===== src/hw/rtl/ptpm_pkg.sv =====
// Package for the polynomial text multiplier: parser codes, character codes
// and the command and status records between controller and datapath.
// Depends on nothing.
package ptpm_pkg;

    localparam int DEG_DEFAULT = 32;

    localparam logic [1:0] PH_SIGN    = 2'd0;
    localparam logic [1:0] PH_DIGITS  = 2'd1;
    localparam logic [1:0] PH_AFTER_X = 2'd2;
    localparam logic [1:0] PH_EXP     = 2'd3;

    localparam logic [7:0] CH_ZERO  = 8'h30;
    localparam logic [7:0] CH_NINE  = 8'h39;
    localparam logic [7:0] CH_X     = 8'h78;
    localparam logic [7:0] CH_CARET = 8'h5E;
    localparam logic [7:0] CH_MINUS = 8'h2D;
    localparam logic [7:0] CH_PLUS  = 8'h2B;

    localparam logic [15:0] EXP_MAX = 16'hFFFF;

    typedef struct packed {
        logic parse;
        logic mac_init;
        logic mac_step;
        logic drain;
        logic next_k;
        logic take_acc;
        logic emit_pend;
        logic emit_final;
        logic clear_stores;
    } ptpm_cmd_t;

    typedef struct packed {
        logic i_last;
        logic k_zero;
        logic acc_nz;
        logic pend_valid;
        logic out_free;
    } ptpm_status_t;

endpackage


===== src/hw/rtl/ptpm_ctrl.sv =====
// Controller of the polynomial text multiplier: sequences parsing, the
// multiply-accumulate walk and emission. Depends on ptpm_pkg.
module ptpm_ctrl
    import ptpm_pkg::*;
(
    input  logic         clk,
    input  logic         rst_n,
    input  logic         in_valid,
    input  logic         in_kind,
    input  logic         in_last,
    output logic         in_ready,
    input  ptpm_status_t status,
    output ptpm_cmd_t    cmd
);

    localparam logic [2:0] ST_PARSE = 3'd0;
    localparam logic [2:0] ST_MAC   = 3'd1;
    localparam logic [2:0] ST_DRAIN = 3'd2;
    localparam logic [2:0] ST_DONE  = 3'd3;
    localparam logic [2:0] ST_FLUSH = 3'd4;

    logic [2:0] state_reg;
    logic [2:0] state_next;

    always_comb
    begin
        state_next = state_reg;
        cmd        = '0;
        in_ready   = 1'b0;
        case (state_reg)
            ST_PARSE:
            begin
                in_ready  = 1'b1;
                cmd.parse = in_valid;
                if (in_valid && in_kind && in_last)
                begin
                    cmd.mac_init = 1'b1;
                    state_next   = ST_MAC;
                end
            end
            ST_MAC:
            begin
                cmd.mac_step = 1'b1;
                if (status.i_last)
                begin
                    state_next = ST_DRAIN;
                end
            end
            ST_DRAIN:
            begin
                cmd.drain  = 1'b1;
                state_next = ST_DONE;
            end
            ST_DONE:
            begin
                if (!(status.acc_nz && status.pend_valid && !status.out_free))
                begin
                    cmd.emit_pend = status.acc_nz && status.pend_valid;
                    cmd.take_acc  = status.acc_nz;
                    if (status.k_zero)
                    begin
                        state_next = ST_FLUSH;
                    end
                    else
                    begin
                        cmd.next_k = 1'b1;
                        state_next = ST_MAC;
                    end
                end
            end
            ST_FLUSH:
            begin
                if (status.out_free)
                begin
                    cmd.emit_pend    = 1'b1;
                    cmd.emit_final   = 1'b1;
                    cmd.clear_stores = 1'b1;
                    state_next       = ST_PARSE;
                end
            end
            default:
            begin
                state_next = ST_PARSE;
            end
        endcase
    end

    always_ff @(posedge clk or negedge rst_n)
    begin
        if (!rst_n)
        begin
            state_reg <= ST_PARSE;
        end
        else
        begin
            state_reg <= state_next;
        end
    end

    assert property (@(posedge clk) disable iff (!rst_n)
        state_reg == ST_MAC |=> state_reg == ST_MAC || state_reg == ST_DRAIN)
        else $error("multiply walk left early");

    assert property (@(posedge clk) disable iff (!rst_n)
        state_reg == ST_DRAIN |=> state_reg == ST_DONE)
        else $error("drain not followed by the degree check");

    assert property (@(posedge clk) disable iff (!rst_n)
        state_reg <= ST_FLUSH)
        else $error("state register holds an unknown code");

endmodule


===== config.mk =====
export PLATFORM = sky130hd
export DESIGN_NAME = ptpm_ctrl
export DESIGN_NICKNAME = d
export VERILOG_FILES = /design/src/hw/rtl/ptpm_pkg.sv /design/src/hw/rtl/ptpm_ctrl.sv
export SDC_FILE = /design/constraint.sdc
export NUM_CORES = 1
export LEC_CHECK = 0
export BUFFER_PORTS_ARGS = -buffer_cell sky130_fd_sc_hd__buf_2
export CORE_AREA = 2 2 39 41
export CTS_CLUSTER_SIZE = 40
export DETAILED_ROUTE_END_ITERATION = 12
export DIE_AREA = 0 0 41 43
export GPL_TIMING_DRIVEN = 0
export PLACE_DENSITY = 0.5
export SLEW_MARGIN = 10
export SYNTH_ARGS = -nofsm -noshare
export SYNTH_HDL_FRONTEND = slang
export SYNTH_SLANG_ARGS = --single-unit

===== constraint.sdc =====
create_clock -name clk -period 1.45 [get_ports clk]
set_input_delay 0.29 -clock clk [delete_from_list [all_inputs] [get_ports clk]]
set_output_delay 0.29 -clock clk [all_outputs]
set_load 0.03 [all_outputs]

After elaboration in Yosys (flattened, before gate mapping)
Cells that the tools add are included.
Widths: inputs -> output; s select.
- eq/ne operators: 8
- reductions and logical operators: 7
- mux-type cells: 17
- operator list (cell ; count):
    $mux 3 ; 7
    $pmux 3 s5 ; 1
    $ne 2x2->1 const B ; 4
    $eq 3x2->1 const B ; 2
    $mux 2 ; 3
    $mux 1 ; 5
    $logic_and 1x1->1 ; 4
    $reduce_and 4->1 ; 1
    $eq 3x1->1 const B ; 1
    $eq 3x3->1 const B ; 1
    $logic_not 3->1 ; 1
    $pmux 1 s2 ; 1
    $logic_not 1->1 ; 1
- logic and storage cells: 33
- register bits after elaboration: 3
- output and inout port bits: 10

Longest topological paths before layout
- depth after elaboration: 4
- mapped depth: 3
- mapped depth without buffers: 3

Worst setup path after synthesis
Ideal clock, no wire load.
- path type: flip-flop to output port
- start: register state_reg[1]
- end: output cmd[7] (netlist name)
- path slack: -397 ps
- stages on the path, launching flop included: 4
- data required time: 1160 ps
- arrival time: 1557 ps
- cell sequence: dfrtp_1 > nor3_2 > and2_2 > and3_2
- RTL lines (what ; RTL line ; source):
    start, declared ; ptpm_ctrl.sv:22 ; logic [2:0] state_reg;
    start signal, assigned ; ptpm_ctrl.sv:96 ; state_reg <= state_next;
    end, declared ; ptpm_ctrl.sv:13 ; output ptpm_cmd_t cmd

==> impl_metrics.json <==
{
  "arrival_ns": 1.34,
  "crit_required_ns": 1.16,
  "p_leak_nw": 0.267,
  "r2r-start": "state_reg[2]$_DFFE_PN0P_",
  "min_from": "status[0]",
  "worst_hold_path.endpoint": "state_reg[2]$_DFFE_PN0P_",
  "antenna_cells": 0,
  "start_util_pct": 19.3,
  "rsz0062_at_grt": "yes",
  "fp-row-count": 14,
  "via_count": 336,
  "io-pin-count": 20,
  "path_clk_slew_ns": 0.04,
  "num-nets-final": 71,
  "die_area_um2": 1760,
  "grt_pass1_wl_um": 1230,
  "p_per_area_nw_per_um2": 1850,
  "syn_area_per_cell_um2": 8.60,
  "fmax_ghz": 0.613,
  "yosysWarnings": 0,
  "hold_violations": 0,
  "synth_cells": 31,
  "violations": "negative setup slack",
  "syn2layout_area_growth_pct": 110,
  "relSlewSlack_pct": 87.1,
  "synth.net_count": 41,
  "overflow": 0,
  "setup_viol": 8,
  "cts_sinks": 3,
  "htree_levels": 1,
  "port_buffers": 19,
  "grt_usage_pct": 11.1,
  "place.detailed.hpwl_um": 517,
  "clkPwrFrac_pct": 14.6,
  "holdPathStages": 2,
  "cts_tree": "yes",
  "synth_compound_area_share_pct": 12.2,
  "die_h_um": 43,
  "place_congestion": 0.642,
  "clock_latency_ns": 0.24,
  "synth_top_family_by_area": "simple AND/OR/NAND/NOR gates",
  "hold_class": "primary input to register",
  "drive_gt1_share_pct": 75.0,
  "fin_crit_sh_pct": 113,
  "finalWorstSetupSlack_ns": -0.181,
  "synth.ff_latch_count": 3,
  "largest_reg_flops": 3,
  "comb_power_share_pct": 66.2,
  "grt_max_degree": 9,
  "power_mw": 1.03,
  "synth_mux_area_share_pct": 0,
  "cts_made_buffers": 3,
  "tightest_slew_ns": 0.193,
  "drc": 0,
  "worstSetupEndpointType": "output port",
  "r2r_slack_ns": 0.28,
  "routedWlPerCell_um": 11.3,
  "ant_nets": 0,
  "die_x_um": 41,
  "firstDrtPassIters": 2,
  "cts_buffer_depth": 2,
  "synthSimpleGateAreaFrac_pct": 55.4,
  "viasPerCell": 4.42,
  "slew_viol_final": 0,
  "placed_cells": 66,
  "wl_met3_um": 41,
  "stdcell_count": 76,
  "worst_r2r_path_depth": 5,
  "vdd_ir_drop_max_mv": 0.764,
  "synth_cell_type_count": 20,
  "final_util_pct": 40.4,
  "ys_seq_area_share_pct": 28.2,
  "wl_met1_um": 332,
  "seqPwrFrac_pct": 19.2,
  "crit_path_start_kind": "register",
  "design_area_um2": 559,
  "maxCapViolations": 0,
  "cell_internal_pwr_mw": 0.581,
  "worstReg2RegEnd": "state_reg[0]$_DFFE_PN0P_",
  "maxUsedRoutingLayer": "met3",
  "sw_frac_of_total_pct": 43.8,
  "core-area_um2": 1380,
  "cts_root_buffer": "clkbuf_4",
  "drtIter0Drc": 5,
  "antenna_found_initial": 0,
  "post-route-min-period_ns": 1.63,
  "status": "complete, but fails checks",
  "fin_skew_ns": 0.00482,
  "syn_area_um2": 267,
  "p_sw_mw": 0.453,
  "synth_xor_area_share_pct": 0,
  "synth_adder_area_share_pct": 0,
  "wl_met2_um": 484,
  "grt_pass1_vias": 319,
  "crit_type": "register to output port",
  "drt-total-wl_um": 858,
  "placed_area_um2": 403,
  "critPathMaxFanout": 5
}
cells in the mapped netlist:
cell type  instances  area, um^2
nand3b_1           1        7.51
nand3_1            2        10.0
o21ai_0            2        10.0
and3_1             1        6.26
nand2b_1           3        18.8
buf_4              1        7.51
and2_2             1        7.51
nor3b_1            3        22.5
a21boi_1           1        7.51
dfrtp_1            3        75.1
and3_2             2        15.0
and3b_2            2        20.0
a221o_1            1        10.0
nand3_2            1        10.0
nand2_1            2        7.51
inv_1              1        3.75
a21oi_1            1        5.00
nor3_2             1        10.0
and3b_1            1        8.76
nor2_1             1        3.75
layer usage:
layer	vias to the layer above	GRT usage, %
met5	-	0
met4	0	12.0
met1	155	13.9
met2	10	14.4
met3	0	1.57
li1	171	-
through the flow:
step / setup WS, ns / hold slack, ns / setup TNS [ns]
global placement: -0.0381 / 0.0873 / -0.0381
floorplan: -0.167 / -0.00559 / -0.462
finish: -0.181 / 0.307 / -1.10
detailed placement: -0.0232 / 0.0869 / -0.0232
global route: -0.251 / 0.338 / -1.71
CTS: -0.172 / 0.299 / -1.08
how the worst max path moves through the flow:
stage | startpoint | to | cells after the start
finish | state_reg[2]$_DFFE_PN0P_ | cmd[2] | 4
global route | state_reg[2]$_DFFE_PN0P_ | cmd[2] | 4
CTS | state_reg[1]$_DFFE_PN0P_ | cmd[7] | 4
detailed placement | state_reg[0]$_DFFE_PN0P_ | cmd[2] | 4
global placement | state_reg[0]$_DFFE_PN0P_ | cmd[2] | 4
floorplan | state_reg[2]$_DFFE_PN0P_ | cmd[7] | 3
timing repair:
action,4_1_cts,5_1_grt
buffers inserted,1,4
hold buffers,1,0
setup endpoints to repair,9,10
endpoints found under the hold margin,3,0
pin swaps,5,3
resized for setup,17,10
critical path, cell delays in order (launching register included):
cell      delay (ns)
dfrtp_2         0.44
and3b_2         0.30
nand3_2         0.08
a21boi_2        0.14
buf_6           0.14
logic make-up after synthesis:
logic type	count (synthesis)
and+or+nand+nor	21
AOI/OAI and AO/OA	5
DFF	3
buffers and inverters	2
layout by cell type (no fill, tap or decap):
master | netlist | final
and3_2 | 2 | 1
and3b_2 | 2 | 2
nor2_2 | 0 | 1
nand2_1 | 2 | 2
a221o_1 | 1 | 1
nand3_2 | 1 | 2
nor3_4 | 0 | 1
nand2b_1 | 3 | 3
and2_4 | 0 | 1
buf_6 | 0 | 7
clkbuf_4 | 0 | 3
dfrtp_2 | 0 | 3
buf_4 | 1 | 9
nand3_1 | 2 | 1
and3_4 | 0 | 2
a21oi_1 | 1 | 1
o21ai_0 | 2 | 2
nor3b_2 | 0 | 2
a21boi_2 | 0 | 1
nand3b_1 | 1 | 1
dlygate4sd3_1 | 0 | 1
buf_2 | 0 | 9
nor3b_4 | 0 | 1
clkbuf_1 | 0 | 1
and3b_1 | 1 | 1
inv_1 | 1 | 1
power by group through the flow:
stage	sequential [mW]	clock [mW]	combinational (mW)
floorplan	0.180	0	0.354
global placement	0.202	0	0.454
detailed placement	0.198	0	0.452
CTS	0.206	0.160	0.518
global route	0.209	0.169	0.730
finish	0.198	0.151	0.684
layout make-up:
cell class                 instances  area, um^2
sequential                         3        78.8
clock buffer                       4        26.3
multi-input combinational         26         229
buffer                             1        7.51
timing repair buffer              25         194
tap                               16        20.0
inverter                           1        3.75
fill                             151         825
(Power assumes the default switching activity.)
